==> src/design/mtt_pkg.sv <==
// ----------------------------------------------------------------------------
// mtt_pkg
// shared constants, field widths and codes for the multi-slot timer table
// ----------------------------------------------------------------------------
package mtt_pkg;

    // table geometry
    localparam int SLOTS       = 8;
    localparam int MAX_RESULTS = 8;
    localparam int IDX_W       = (SLOTS > 1) ? $clog2(SLOTS) : 1;
    localparam int NRES_W      = $clog2(MAX_RESULTS + 1);

    // field widths
    localparam int MODE_W   = 2;
    localparam int SLOT_W   = 3;
    localparam int WORD_W   = 32;
    localparam int ACTION_W = 8;
    localparam int KIND_W   = 3;

    // stream payload widths, padded to whole bytes
    localparam int S_TDATA_W = 112;
    localparam int M_TDATA_W = 48;

    // input item modes
    localparam logic [MODE_W-1:0] MODE_ATTACH  = 2'd0;
    localparam logic [MODE_W-1:0] MODE_DETACH  = 2'd1;
    localparam logic [MODE_W-1:0] MODE_TICK    = 2'd2;
    localparam logic [MODE_W-1:0] MODE_SERVICE = 2'd3;

    // result item kinds
    localparam logic [KIND_W-1:0] KIND_ATTACH = 3'd0;
    localparam logic [KIND_W-1:0] KIND_DETACH = 3'd1;
    localparam logic [KIND_W-1:0] KIND_TICK   = 3'd2;
    localparam logic [KIND_W-1:0] KIND_FIRE   = 3'd3;
    localparam logic [KIND_W-1:0] KIND_NONE   = 3'd4;

endpackage

==> src/design/multi_slot_soft_timer_table.sv <==
// ----------------------------------------------------------------------------
// multi_slot_soft_timer_table
// table of one-shot and periodic software timers with attach, detach,
// tick and service items, walked one slot per cycle by a shared unit;
// the service walk holds at a ready slot while the output register is busy
// attach and detach: ST_ATT or ST_DET registers the result once the output is free
// tick: one slot per cycle through the shared decrement unit, then ST_TACK
// service: fire results leave from ST_SVC; ST_NONE reports when nothing fires
// one item at a time: s_tready is high only while the sequencer is idle
// asynchronous active-low reset clears the active and ready marks and control;
// slot payload words are never read before an attach writes them
module multi_slot_soft_timer_table
(
    input  logic                          clk,
    input  logic                          rst_n,
    // input items
    input  logic                          s_tvalid,
    output logic                          s_tready,
    // slot[2:0], have_slot[3], period[35:4], start_count[67:36],
    // action[75:68], user_arg[107:76], zero pad[111:108]
    input  logic [mtt_pkg::S_TDATA_W-1:0] s_tdata,
    // mode[1:0]
    input  logic [mtt_pkg::MODE_W-1:0]    s_tuser,
    // result items
    output logic                          m_tvalid,
    input  logic                          m_tready,
    // ok[0], out_slot[3:1], out_action[11:4], out_arg[43:12], freed[44],
    // zero pad[47:45]
    output logic [mtt_pkg::M_TDATA_W-1:0] m_tdata,
    // kind[2:0]
    output logic [mtt_pkg::KIND_W-1:0]    m_tuser,
    output logic                          m_tlast
);
    import mtt_pkg::*;

    // sequencer states
    localparam logic [2:0] ST_IDLE = 3'd0;
    localparam logic [2:0] ST_ATT  = 3'd1;
    localparam logic [2:0] ST_DET  = 3'd2;
    localparam logic [2:0] ST_TICK = 3'd3;
    localparam logic [2:0] ST_TACK = 3'd4;
    localparam logic [2:0] ST_SVC  = 3'd5;
    localparam logic [2:0] ST_NONE = 3'd6;

    // control state
    logic [2:0]        state_reg, state_next;
    logic [IDX_W-1:0]  idx_reg, idx_next;
    logic [NRES_W-1:0] nres_reg, nres_next;
    logic [SLOTS-1:0]  active_reg, active_next;
    logic [SLOTS-1:0]  ready_reg, ready_next;

    // slot payload, one entry per slot, single read index
    logic [WORD_W-1:0]   period_reg [SLOTS];
    logic [WORD_W-1:0]   count_reg  [SLOTS];
    logic [ACTION_W-1:0] action_reg [SLOTS];
    logic [WORD_W-1:0]   arg_reg    [SLOTS];

    // captured input item
    logic [MODE_W-1:0]   mode_reg;
    logic [SLOT_W-1:0]   slot_in_reg;
    logic                have_reg;
    logic [WORD_W-1:0]   per_in_reg;
    logic [WORD_W-1:0]   cnt_in_reg;
    logic [ACTION_W-1:0] act_in_reg;
    logic [WORD_W-1:0]   arg_in_reg;

    // output register
    logic                m_tvalid_reg, m_tvalid_next;
    logic [KIND_W-1:0]   kind_reg, kind_next;
    logic                ok_reg, ok_next;
    logic [SLOT_W-1:0]   oslot_reg, oslot_next;
    logic [ACTION_W-1:0] oact_reg, oact_next;
    logic [WORD_W-1:0]   oarg_reg, oarg_next;
    logic                freed_reg, freed_next;
    logic                last_reg, last_next;

    // payload write controls
    logic                pay_we;
    logic [IDX_W-1:0]    pay_idx;
    logic                cnt_we;
    logic [WORD_W-1:0]   cnt_wdata;

    // helpers
    logic                take;
    logic                out_free;
    logic                in_range;
    logic [IDX_W-1:0]    held_idx;
    logic                held;
    logic                free_any;
    logic [IDX_W-1:0]    free_idx;
    logic [WORD_W-1:0]   rd_cnt;
    logic [WORD_W-1:0]   rd_per;
    logic [WORD_W-1:0]   cnt_dec;
    logic                cnt_hit;
    logic [SLOTS-1:0]    above;
    logic                fire_cand;
    logic                fire_go;
    logic                fire_freed;
    logic                walk_end;

    assign take     = s_tvalid && s_tready;
    assign out_free = !m_tvalid_reg || m_tready;
    assign s_tready = (state_reg == ST_IDLE);

    // the caller holds a slot only if it names an active one in range
    assign in_range = (32'(slot_in_reg) < SLOTS);
    assign held_idx = IDX_W'(slot_in_reg);
    assign held     = have_reg && in_range && active_reg[held_idx];

    // lowest free slot
    always_comb
    begin
        free_any = 1'b0;
        free_idx = '0;
        for (int i = SLOTS - 1; i >= 0; i--)
        begin
            if (!active_reg[i])
            begin
                free_any = 1'b1;
                free_idx = IDX_W'(i);
            end
        end
    end

    // shared unit: one decrement and zero test per cycle at the walk index
    assign rd_cnt   = count_reg[idx_reg];
    assign rd_per   = period_reg[idx_reg];
    assign cnt_dec  = (rd_cnt == '0) ? '0 : rd_cnt - 1'b1;
    assign cnt_hit  = (cnt_dec == '0);
    assign walk_end = (32'(idx_reg) == SLOTS - 1);

    // slots above the walk index, for the last mark on a fire
    always_comb
    begin
        for (int j = 0; j < SLOTS; j++)
        begin
            above[j] = (j > int'(idx_reg));
        end
    end

    assign fire_cand  = active_reg[idx_reg] && ready_reg[idx_reg]
                        && (nres_reg < NRES_W'(MAX_RESULTS));
    assign fire_go    = (state_reg == ST_SVC) && fire_cand && out_free;
    assign fire_freed = (rd_per == '0) && (rd_cnt == '0);

    // sequencer
    always_comb
    begin
        state_next    = state_reg;
        idx_next      = idx_reg;
        nres_next     = nres_reg;
        active_next   = active_reg;
        ready_next    = ready_reg;
        m_tvalid_next = m_tvalid_reg && !m_tready;
        kind_next     = kind_reg;
        ok_next       = ok_reg;
        oslot_next    = oslot_reg;
        oact_next     = oact_reg;
        oarg_next     = oarg_reg;
        freed_next    = freed_reg;
        last_next     = last_reg;
        pay_we        = 1'b0;
        pay_idx       = held_idx;
        cnt_we        = 1'b0;
        cnt_wdata     = cnt_dec;

        case (state_reg)
            ST_IDLE:
            begin
                idx_next  = '0;
                nres_next = '0;
                if (take)
                begin
                    case (s_tuser)
                        MODE_ATTACH:  state_next = ST_ATT;
                        MODE_DETACH:  state_next = ST_DET;
                        MODE_TICK:    state_next = ST_TICK;
                        MODE_SERVICE: state_next = ST_SVC;
                        default:      state_next = ST_IDLE;
                    endcase
                end
            end

            ST_ATT:
            begin
                if (out_free)
                begin
                    m_tvalid_next = 1'b1;
                    kind_next     = KIND_ATTACH;
                    ok_next       = 1'b0;
                    oslot_next    = '0;
                    oact_next     = '0;
                    oarg_next     = '0;
                    freed_next    = 1'b0;
                    last_next     = 1'b1;
                    if (act_in_reg == '0)
                    begin
                        // null action fails
                    end
                    else if (held)
                    begin
                        // update in place, ready mark dropped
                        pay_we               = 1'b1;
                        pay_idx              = held_idx;
                        ready_next[held_idx] = 1'b0;
                        ok_next              = 1'b1;
                        oslot_next           = slot_in_reg;
                    end
                    else if (free_any)
                    begin
                        pay_we                = 1'b1;
                        pay_idx               = free_idx;
                        active_next[free_idx] = 1'b1;
                        ready_next[free_idx]  = (cnt_in_reg == '0);
                        ok_next               = 1'b1;
                        oslot_next            = SLOT_W'(free_idx);
                    end
                    state_next = ST_IDLE;
                end
            end

            ST_DET:
            begin
                if (out_free)
                begin
                    m_tvalid_next = 1'b1;
                    kind_next     = KIND_DETACH;
                    ok_next       = held;
                    oslot_next    = slot_in_reg;
                    oact_next     = '0;
                    oarg_next     = '0;
                    freed_next    = 1'b0;
                    last_next     = 1'b1;
                    if (held)
                    begin
                        active_next[held_idx] = 1'b0;
                        ready_next[held_idx]  = 1'b0;
                    end
                    state_next = ST_IDLE;
                end
            end

            ST_TICK:
            begin
                if (active_reg[idx_reg])
                begin
                    cnt_we = 1'b1;
                    if (cnt_hit)
                    begin
                        // expired: mark ready and reload
                        ready_next[idx_reg] = 1'b1;
                        cnt_wdata           = rd_per;
                    end
                end
                if (walk_end)
                begin
                    state_next = ST_TACK;
                end
                else
                begin
                    idx_next = idx_reg + 1'b1;
                end
            end

            ST_TACK:
            begin
                if (out_free)
                begin
                    m_tvalid_next = 1'b1;
                    kind_next     = KIND_TICK;
                    ok_next       = 1'b0;
                    oslot_next    = '0;
                    oact_next     = '0;
                    oarg_next     = '0;
                    freed_next    = 1'b0;
                    last_next     = 1'b1;
                    state_next    = ST_IDLE;
                end
            end

            ST_SVC:
            begin
                // a ready slot waits here until the output register frees up
                if (!fire_cand || out_free)
                begin
                    if (fire_cand)
                    begin
                        m_tvalid_next       = 1'b1;
                        kind_next           = KIND_FIRE;
                        ok_next             = 1'b0;
                        oslot_next          = SLOT_W'(idx_reg);
                        oact_next           = action_reg[idx_reg];
                        oarg_next           = arg_reg[idx_reg];
                        freed_next          = fire_freed;
                        last_next           = (nres_reg == NRES_W'(MAX_RESULTS - 1))
                                              || !(|(active_reg & ready_reg & above));
                        ready_next[idx_reg] = 1'b0;
                        if (fire_freed)
                        begin
                            active_next[idx_reg] = 1'b0;
                        end
                        nres_next = nres_reg + 1'b1;
                    end
                    if (walk_end)
                    begin
                        if (!fire_cand && (nres_reg == '0))
                        begin
                            state_next = ST_NONE;
                        end
                        else
                        begin
                            state_next = ST_IDLE;
                        end
                    end
                    else
                    begin
                        idx_next = idx_reg + 1'b1;
                    end
                end
            end

            ST_NONE:
            begin
                if (out_free)
                begin
                    m_tvalid_next = 1'b1;
                    kind_next     = KIND_NONE;
                    ok_next       = 1'b0;
                    oslot_next    = '0;
                    oact_next     = '0;
                    oarg_next     = '0;
                    freed_next    = 1'b0;
                    last_next     = 1'b1;
                    state_next    = ST_IDLE;
                end
            end

            default:
            begin
                state_next = ST_IDLE;
            end
        endcase
    end

    // control registers
    always_ff @(posedge clk or negedge rst_n)
    begin
        if (!rst_n)
        begin
            state_reg    <= ST_IDLE;
            idx_reg      <= '0;
            nres_reg     <= '0;
            active_reg   <= '0;
            ready_reg    <= '0;
            m_tvalid_reg <= 1'b0;
        end
        else
        begin
            state_reg    <= state_next;
            idx_reg      <= idx_next;
            nres_reg     <= nres_next;
            active_reg   <= active_next;
            ready_reg    <= ready_next;
            m_tvalid_reg <= m_tvalid_next;
        end
    end

    // result payload
    always_ff @(posedge clk)
    begin
        kind_reg  <= kind_next;
        ok_reg    <= ok_next;
        oslot_reg <= oslot_next;
        oact_reg  <= oact_next;
        oarg_reg  <= oarg_next;
        freed_reg <= freed_next;
        last_reg  <= last_next;
    end

    // item capture
    always_ff @(posedge clk)
    begin
        if (take)
        begin
            mode_reg    <= s_tuser;
            slot_in_reg <= s_tdata[2:0];
            have_reg    <= s_tdata[3];
            per_in_reg  <= s_tdata[35:4];
            cnt_in_reg  <= s_tdata[67:36];
            act_in_reg  <= s_tdata[75:68];
            arg_in_reg  <= s_tdata[107:76];
        end
    end

    // slot payload writes; a released slot keeps stale words until re-attach
    always_ff @(posedge clk)
    begin
        if (pay_we)
        begin
            period_reg[pay_idx] <= per_in_reg;
            count_reg[pay_idx]  <= cnt_in_reg;
            action_reg[pay_idx] <= act_in_reg;
            arg_reg[pay_idx]    <= arg_in_reg;
        end
        else if (cnt_we)
        begin
            count_reg[idx_reg] <= cnt_wdata;
        end
    end

    assign m_tvalid = m_tvalid_reg;
    assign m_tuser  = kind_reg;
    assign m_tlast  = last_reg;
    assign m_tdata  = {3'b000, freed_reg, oarg_reg, oact_reg, oslot_reg, ok_reg};

    // checks

    // a fired slot loses its ready mark
    assert property (@(posedge clk) disable iff (!rst_n)
        fire_go |=> !ready_reg[$past(idx_reg)])
        else $error("fired slot still ready");

    // the fire count of one service item stays within its limit
    assert property (@(posedge clk) disable iff (!rst_n)
        nres_reg <= NRES_W'(MAX_RESULTS))
        else $error("too many fire results");

    // only a fire result can report a released slot
    assert property (@(posedge clk) disable iff (!rst_n)
        (m_tvalid_reg && freed_reg) |-> (kind_reg == KIND_FIRE))
        else $error("freed set on a non-fire result");

    // ready slots are always active
    assert property (@(posedge clk) disable iff (!rst_n)
        (ready_reg & ~active_reg) == '0)
        else $error("ready mark on an inactive slot");

    // a tick walk only runs with a captured tick mode
    assert property (@(posedge clk) disable iff (!rst_n)
        (state_reg == ST_TICK) |-> (mode_reg == MODE_TICK))
        else $error("tick walk without a tick item");

endmodule
==> config.mk <==
export PLATFORM = sky130hd
export DESIGN_NAME = multi_slot_soft_timer_table
export DESIGN_NICKNAME = d
export VERILOG_FILES = /design/src/design/mtt_pkg.sv /design/src/design/multi_slot_soft_timer_table.sv
export SDC_FILE = /design/constraint.sdc
export NUM_CORES = 1
export LEC_CHECK = 0
export ABC_AREA = 1
export BUFFER_PORTS_ARGS = -buffer_cell sky130_fd_sc_hd__buf_2
export CAP_MARGIN = 15
export CORE_UTILIZATION = 60
export DETAILED_ROUTE_END_ITERATION = 8
export PLACE_DENSITY_LB_ADDON = 0.3
export SLEW_MARGIN = 25
export SYNTH_ARGS = -nofsm -noshare
export SYNTH_HDL_FRONTEND = slang
export SYNTH_SLANG_ARGS = --single-unit
==> constraint.sdc <==
create_clock -name clk -period 8 [get_ports clk]
set_clock_uncertainty 0.2 [all_clocks]
set_input_delay 0 -clock clk [delete_from_list [all_inputs] [get_ports clk]]
set_output_delay 0 -clock clk [all_outputs]
set_load 0.02 [all_outputs]
==> results.txt, run 1 <==
----------------------------------------------------
[Final layout]
  Post-layout instance count excluding filler cells ... 4798
  Layout Area Growth over Synthesis ... 17.6%
  Layout cells sized above 1 ... ~11%
  Final cell utilization of the core ... 71.3%
  Nets@finish ... 3919

[Routing]
  Wire length on met2 ... 52900 µm
  Top layer used by detailed routing ... met4
  Final routed DRC violation total ... 0
  Routed vias ... between 20000 and 30000
  Count of nets left with antenna violations after detail routing ... 0
  Count of routing violations after the opening detailed-route iteration ... 3327
  Met1 Wirelength ... 40400 µm
  Final routed wirelength across all metal layers ... 108000 µm
  Ratio of routed vias to standard cells ... 5.87
  Detailed-route wire length per cell ... 22.4 µm
  Metal3 WL ... 10000 µm
  Initial DRT Pass Iterations ... 7

[Global route]
  Largest net degree at the start of global routing ... 86
  Global-route wire length before repair ... 160000 µm
  Total global-route track usage ... 30.6%
  Antenna violations before repair ... 0
  Via count of the first global-routing pass ... 27600
  Total gr overflow ... 0

[Critical path]
  Endpoint arrival time on the critical path ... around 6000 ps
  Setup slack on the worst flop-to-flop path ... 2270 ps
  Nature of the critical path endpoint ... flip-flop
  Depth of the most critical reg-to-reg path ... 13
  Crit Path Max Fanout ... 20
  Critical R2R Capture ... count_reg[1][29]
  Worst Path Required ... 8130 ps
  Category of the critical setup timing path ... flip-flop to flip-flop
  Launching element type of the critical path ... flip-flop
  Reg2Reg Launch Point ... held_idx[0]

[Clocking]
  Library cell used as clock root buffer ... clkbuf_16
  Clock Latency Late Sink ... 700 ps
  TritonCTS clock tree ... done
  Number of setup buffers added after CTS ... 0
  Number of buffers added by the clock tree synthesis step ... 97
  CTS Sinks ... 1016
  H-Tree Depth ... 3
  Clock slew at the register clock pins of the worst setup and hold paths ... 70 ps
  Deepest clock path buffer count ... 3

[Min path]
  Number of stages on the worst hold path ... 5
  Hold path endpoint ... m_tvalid
  HP Start ... m_tready
  Worst hold-check path type ... primary input to flip-flop

[Synth]
  Synth cell count leaders ... edfxtp_1 (989), nand2_1 (877), inv_1 (415), nand3_1 (224), nor2_1 (154)
  Dominant register cell in the synthesized netlist ... edfxtp_1
  Number of warnings printed during yosys synthesis ... 0
  Library cell with the largest summed area after synthesis ... edfxtp_1
  Area of the mapped netlist ... 41600 µm²
  Main area contributors after synthesis ... edfxtp_1 (71%), nand2_1 (7.9%), inv_1 (3.7%)
  Syn Inst Count ... 3384
  Post-synthesis register bit count ... 1016
  Post-synth top area share ... 71.4%
  Asr flop ratio synth ... 2.66%
  Post-synthesis average cell area ... between 10 and 15 µm²
  Sequential fraction of the synthesis area ... between 70 and 80%
  Count of different cell masters after synthesis ... 51
  Most frequently used cell type in the post-synthesis netlist ... edfxtp_1
  Number of enable flip-flop cells after synthesis ... a little under 1000

[Power]
  Power Density ... 311 nW/µm²
  Leakage component of the power ... 0.0185 µW
  Peak VDD IR ... 0.268 mV
  Total power ... roughly 15000 µW

[Run status]
  Status ... completed

[STA]
  Max Clk Rate ... ~170 MHz
  TNS Setup ... 0 ps
  Worst rel slew slack ... 26.3%
  Worst Hold Slack ... 87.3 ps
  Fraction of the cycle the final worst path needs ... 71.6%
  Setup Viol. Count Final ... 0
  Count of pins over their slew limit ... 0
  Fin. Hold Viols ... 0
  Minimum period implied by the final worst setup slack ... ~5700 ps
  Unrepaired setup endpoints after global routing ... false
  Slew of the pin with the lowest slew margin ... 1100 ps

[Die]
  Core Box Area ... roughly 69000 µm²
  DIE HEIGHT ... 265 µm
  Total I/O pin count ... between 150 and 200
  Die width ... 265 µm
  Starting density of the core ... between 60% and 70%
  Row cnt ... between 90 and 100
  Die Area ... 70400 µm²

[Place]
  Half-perimeter wire length of the detailed placement result ... about 59000 µm
  Count of input and output buffers ... 164
  Final Wtd Congestion ... 0.989
  Number of cells in the design after placement ... approximately 4400

[Flow run]
  MaxCap Viol Count ... 0

----------------------------------------------------
## placed cells by master, fill, tap and decap left out, drive strengths merged, types with 4 or more instances in the layout
cell	count
nand4	39
buf	220
nor2	190
dlygate4sd3	227
a22o	30
dfrtp	27
nor3	11
a41oi	31
o2bb2ai	24
nand3	224
nand2	886
a31oi	9
a22oi	76
clkinvlp	4
o211ai	4
ha	9
or2	7
o221ai	9
bufinv	5
nor4	9
o21ai	54
a221oi	77
clkbuf	122
a21oi	60
clkinv	40
nand3b	14
edfxtp	989
o2111ai	8
inv	426
o22ai	15
## logic make-up (layout without fill, tap and decap cells)
logic type,after synthesis,after routing,synth area share [%]
muxes,1,1,0.0271
buffers and inverters,564,1044,5.50
and+or+nand+nor,1384,1384,14.0
DFF,1016,1016,73.0
xor gates and xnor gates,3,3,0.0632
adders and majority gates,9,9,0.271
other,1,4,0.00901
AOI/OAI and AO/OA,406,406,7.13
## repair_timing
action / in CTS / in global routing
resized for setup: 0 / 0
hold endpoints to repair: 177 / 0
hold buffers: 228 / 0
## layout make-up
type                            instances  area [µm²]
Clock inverter                         51         536
Inverter                              424        1590
Clock buffer                          122        2560
Timing Repair Buffer                  447        3580
Multi-Input combinational cell       1806        9120
Antenna cell                            1        2.50
Tap cell                              931        1160
Fill cell                            4355       19700
Sequential cell                      1016       30400
## worst max path at each step
stage / endpoint / slack [ps] / start
finish: count_reg[1][29] / 2270 / held_idx[0]
global placement: count_reg[1][13] / 2500 / held_idx[2]
floorplan: act_in_reg[0] / 2100 / state_reg[2]
CTS: count_reg[1][29] / 2340 / held_idx[0]
global route: count_reg[0][15] / 1860 / idx_reg[0]
detailed placement: count_reg[6][15] / 2420 / idx_reg[0]
## metrics by stage
stage                     instance area, µm²  setup slack, ps
after CTS                              48900             2340
after global routing                   48900             1860
final                                  48900             2270
after detailed placement               43500             2420
after global placement                 43500             2500
after floorplan                        41600             2100
## metal layers
metal  up-vias  GRT usage [%]
met5         -              0
met4         0           13.1
met3       278           4.96
met2      1621           51.2
met1     13500           39.9
li1      12700              -
## critical path, cell delays in order, from the launching register on
cell and delay [ps]:
edfxtp_1 510, nor3_1 340, inv_1 130, o2111ai_1 270
nand2_1 510, nand2_1 270, a21oi_1 60, a21oi_1 800
inv_1 440, o21ai_0 280, buf_4 220, inv_1 170
nor2_4 760, buf_4 400
## power breakdown
group / switching (µW) / internal [µW]
Combinational: 2690 / 971
Sequential: 329 / 6750
Clock: 2010 / 2450
No activity file was read; power rests on OpenSTA's default activity.
==> inputs of run 2 (changes only) <==
ABC_AREA = 0   (was 1)
CORE_UTILIZATION = 55   (was 60)
clock period = 5.1 ns   (was 8 ns; I/O delays follow)
==> results.txt, run 2 <==
----------------------------------------------------
[Run status]
  Status ... complete, but fails checks
  Violated checks ... design-rule violations

[Synth]
  Dominant combinational cell family by area after synthesis ... compound AO/OA/AOI/OAI gates
  Mux share of post-synthesis cell area ... 6.66% (+6.6 points)
  Syn Inst Count ... 2378 (-30%)
  Dominant register cell in the synthesized netlist ... edfxtp_1
  Synth cell count leaders ... edfxtp_1 (989), a22oi_1 (179), nor2_1 (102), nand2_1 (87), clkbuf_1 (84)
  Post-synthesis register bit count ... 1016 (unchanged)
  Asr flop ratio synth ... 2.66% (unchanged)
  Post-Synth Adder-Cell Area ... 0.277% (+0.0061 points)
  Sequential fraction of the synthesis area ... 74.6% (+1.6 points)
  Post-synth top area share ... 73.0% (+1.6 points)
  Xor and xnor area share after synthesis ... 0.578% (+0.51 points)
  Library cell with the largest summed area after synthesis ... edfxtp_1
  Post-synthesis average cell area ... 17.1 µm² (+39%)
  Area of the mapped netlist ... 40700 µm² (-2.2%)
  Number of warnings printed during yosys synthesis ... 0 (unchanged)
  Main area contributors after synthesis ... edfxtp_1 (73%), a22oi_1 (3.3%), mux4_2 (2.9%)
  Most frequently used cell type in the post-synthesis netlist ... edfxtp_1
  Compound-Gate Fraction of Synth Area ... 10.0% (+2.9 points)
  Count of different cell masters after synthesis ... 97 (+90%)
  Number of enable flip-flop cells after synthesis ... 989 (unchanged)
  Post-Synth Simple-Gate Area ... 5.76% (-8.2 points)

[Min path]
  Worst hold-check path type ... primary input to flip-flop

[Place]
  Number of cells in the design after placement ... 3502 (-20%)
  Count of input and output buffers ... 164 (unchanged)
  Final Wtd Congestion ... 0.967 (-2.2%)
  Post-placement worst setup slack ... 57.7 ps (-2370 ps)
  Half-perimeter wire length of the detailed placement result ... 64400 µm (+9.0%)
  Area post-placement ... 43700 µm² (+0.42%)

[STA]
  TNS Setup ... 0 ps (unchanged)
  Worst rel slew slack ... 28.7% (+2.4 points)
  Fraction of the cycle the final worst path needs ... 97.3% (+26 points)
  Max Clk Rate ... 202 MHz (+15%)
  Setup Viol. Count Final ... 0 (unchanged)
  Fin. Hold Viols ... 0 (unchanged)
  Minimum period implied by the final worst setup slack ... 4960 ps (-766 ps)
  Setup WS post-layout ... 137 ps (-2130 ps)
  Count of pins over their slew limit ... 0 (unchanged)
  Slew of the pin with the lowest slew margin ... 1070 ps (-32.7 ps)

[Clocking]
  CTS Sinks ... 1016 (unchanged)
  Clock slew at the register clock pins of the worst setup and hold paths ... 60 ps (about the same)
  Deepest clock path buffer count ... 3 (unchanged)
  Library cell used as clock root buffer ... clkbuf_16
  H-Tree Depth ... 3 (unchanged)
  Clock Latency Late Sink ... 690 ps (about the same)
  TritonCTS clock tree ... done
  Number of buffers added by the clock tree synthesis step ... 99 (+2.1%)

[Die]
  DIE HEIGHT ... 274 µm (+3.3%)
  Total I/O pin count ... 172 (unchanged)
  Starting density of the core ... 55.7% (-5.0 points)
  Die Area ... 75100 µm² (+6.6%)
  Die width ... 274 µm (+3.3%)
  Row cnt ... 99 (+3.1%)
  Core Box Area ... 73100 µm² (+6.6%)

[Routing]
  Initial DRT Pass Iterations ... 8 (+1)
  Routed vias ... 25100 (-11%)
  Final routed wirelength across all metal layers ... 111000 µm (+2.7%)
  Count of routing violations after the opening detailed-route iteration ... 2970 (-11%)
  Detailed-route wire length per cell ... 28.3 µm (+26%)
  Final routed DRC violation total ... 8 (+8)
  Count of nets left with antenna violations after detail routing ... 0 (unchanged)
  Ratio of routed vias to standard cells ... 6.41 (+9.3%)

[Global route]
  Total global-route track usage ... 29.5% (-1.1 points)
  Total gr overflow ... 0 (unchanged)
  Largest net degree at the start of global routing ... 73 (-15%)
  Via count of the first global-routing pass ... 25300 (-8.3%)
  Global-route wire length before repair ... 162000 µm (+1.4%)
  Antenna violations before repair ... 4 (+4)

[Critical path]
  Slowest cell on the critical path ... dfrtp_4
  Crit Path Max Fanout ... 27 (+35%)
  Endpoint arrival time on the critical path ... 5290 ps (-570 ps)
  Cell occurring most often along the worst timing path ... buf_4
  Category of the critical setup timing path ... flip-flop to flip-flop
  CP Cell Sequence ... buf_4, and3_2, a222oi_1, nand3_1, a2111oi_1, nand4_1, nor4_2, buf_4, or3b_1, a21oi_4, buf_4, a21oi_1
  Worst Path Required ... 5420 ps (-2710 ps)
  Stage delay of the slowest cell on the critical path ... 640 ps (-160 ps)
  Launching element type of the critical path ... flip-flop
  Nature of the critical path endpoint ... flip-flop
  Count of buffer and inverter cells on the critical path ... 3 (-2)
  Crit-path leading delay family ... simple AND/OR/NAND/NOR gates

[Final layout]
  Fin area ... 49200 µm² (+0.51%)
  Most frequent standard cell in the layout excluding fill and tap cells ... edfxtp_1
  Layout Area Growth over Synthesis ... 20.9%
  FILL cells ... 4810 (+10%)
  Post-layout instance count excluding filler cells ... 3913 (-18%)
  Layout cells sized above 1 ... 21.2% (+9.7 points)
  Nets@finish ... 2999 (-23%)
  Most frequent cells in the layout ... edfxtp_1 (989), dlygate4sd3_1 (225), a22oi_1 (179)

[Power]
  Sw Ratio ... 32.1% (-0.94 points)
  Leakage component of the power ... 0.0161 µW (-13%)
  Power share of the sequential group ... 45.4% (-1.2 points)
  Logic gate share of total power ... 26.0% (+1.9 points)
  Power Density ... 506 nW/µm² (+63%)
  Peak VDD IR ... 0.360 mV (+35%)
  Total power ... 24900 µW (+64%)
  Clk pwr share ... 28.6% (-0.8 points)
  Cell-internal power ... 16900 µW (+66%)
  P_sw ... 7990 µW (+59%)

[Flow run]
  MaxCap Viol Count ... 0 (unchanged)

----------------------------------------------------
## run 2: changes by cell type after synthesis, moves of 38 or more
cell,before,now
nand2_1,877,87
inv_1,415,17
mux4_2,0,53
mux2i_1,0,64
a221oi_1,77,39
a22oi_1,76,179
mux2_2,1,41
nor2_1,154,102
nand3_1,224,45
## run 2: routing by layer
layer / vias up / part of all wire, % / track usage (%)
li1: 10800 / - / -
met1: 12800 / 39 / 40.3
met2: 1322 / 50 / 49.1
met3: 230 / 8.7 / 4.57
met4: 2 / 2.8 / 9.30
met5: - / 0.014 / 0
## run 2: cell families after synthesis
group / after synthesis
AO/OA/AOI/OAI: 549
XOR/XNOR: 26
adder cells (fa/ha/maj): 9
buffers and inverters: 168
flip-flops: 1016
multiplexers: 179
other: 1
AND/OR/NAND/NOR: 430
## run 2: per-stage QoR
stage / utilization, % / hold WS [ps]
after floorplan: - / -496
after global placement: 59.8 / -123
after CTS: 67.2 / 63.1
final: 67.3 / 93.0
after global routing: 67.3 / 159
after detailed placement: 59.8 / -131
## run 2: worst paths after layout
kind	slack, ps	end	cells after the start	startpoint
min in group asynchronous	170	active_reg[6]	4	rst_n
min reg2reg	380	period_reg[1][26]	0	per_in_reg[26]
max in group asynchronous	4340	idx_reg[0]	4	rst_n
max reg2reg	140	active_reg[5]	12	idx_reg[1]
min	90	m_tvalid	5	m_tready
max	140	active_reg[5]	12	idx_reg[1]
## run 2: final cells by class
type                       count  area, µm²  share of cell area, %
inverter                      20       78.8                  0.160
clock inverter                66        606                   1.23
antenna                        1       2.50                0.00509
clock buffer                 116       2540                   5.17
timing repair buffer         539       4690                   9.54
sequential                  1016      30400                   61.8
multi-input combinational   1196       9680                   19.7
tap                          959       1200                   2.44
## run 2: power groups by stage
stage                     logic, µW  clock network (µW)  registers (µW)
after floorplan                3540                   0           11400
after global placement         6090                   0           11400
after detailed placement       6180                   0           11400
after CTS                      6360                7110           11300
after global routing           6820                7450           11400
final                          6480                7110           11300
## run 2: worst min-delay path: stages
cell           delay [ps]
dlygate4sd3_1         530
buf_2                 100
nor2b_1               100
nor2_1                120
nand2_1                50
## run 2: timing repair
item | 4_1_cts | 5_1_grt
setup buffers | 0 | 2
hold endpoints to repair | 199 | 0
resized for setup | 0 | 6
setup endpoints to repair | 0 | 214
hold buffers | 226 | 0
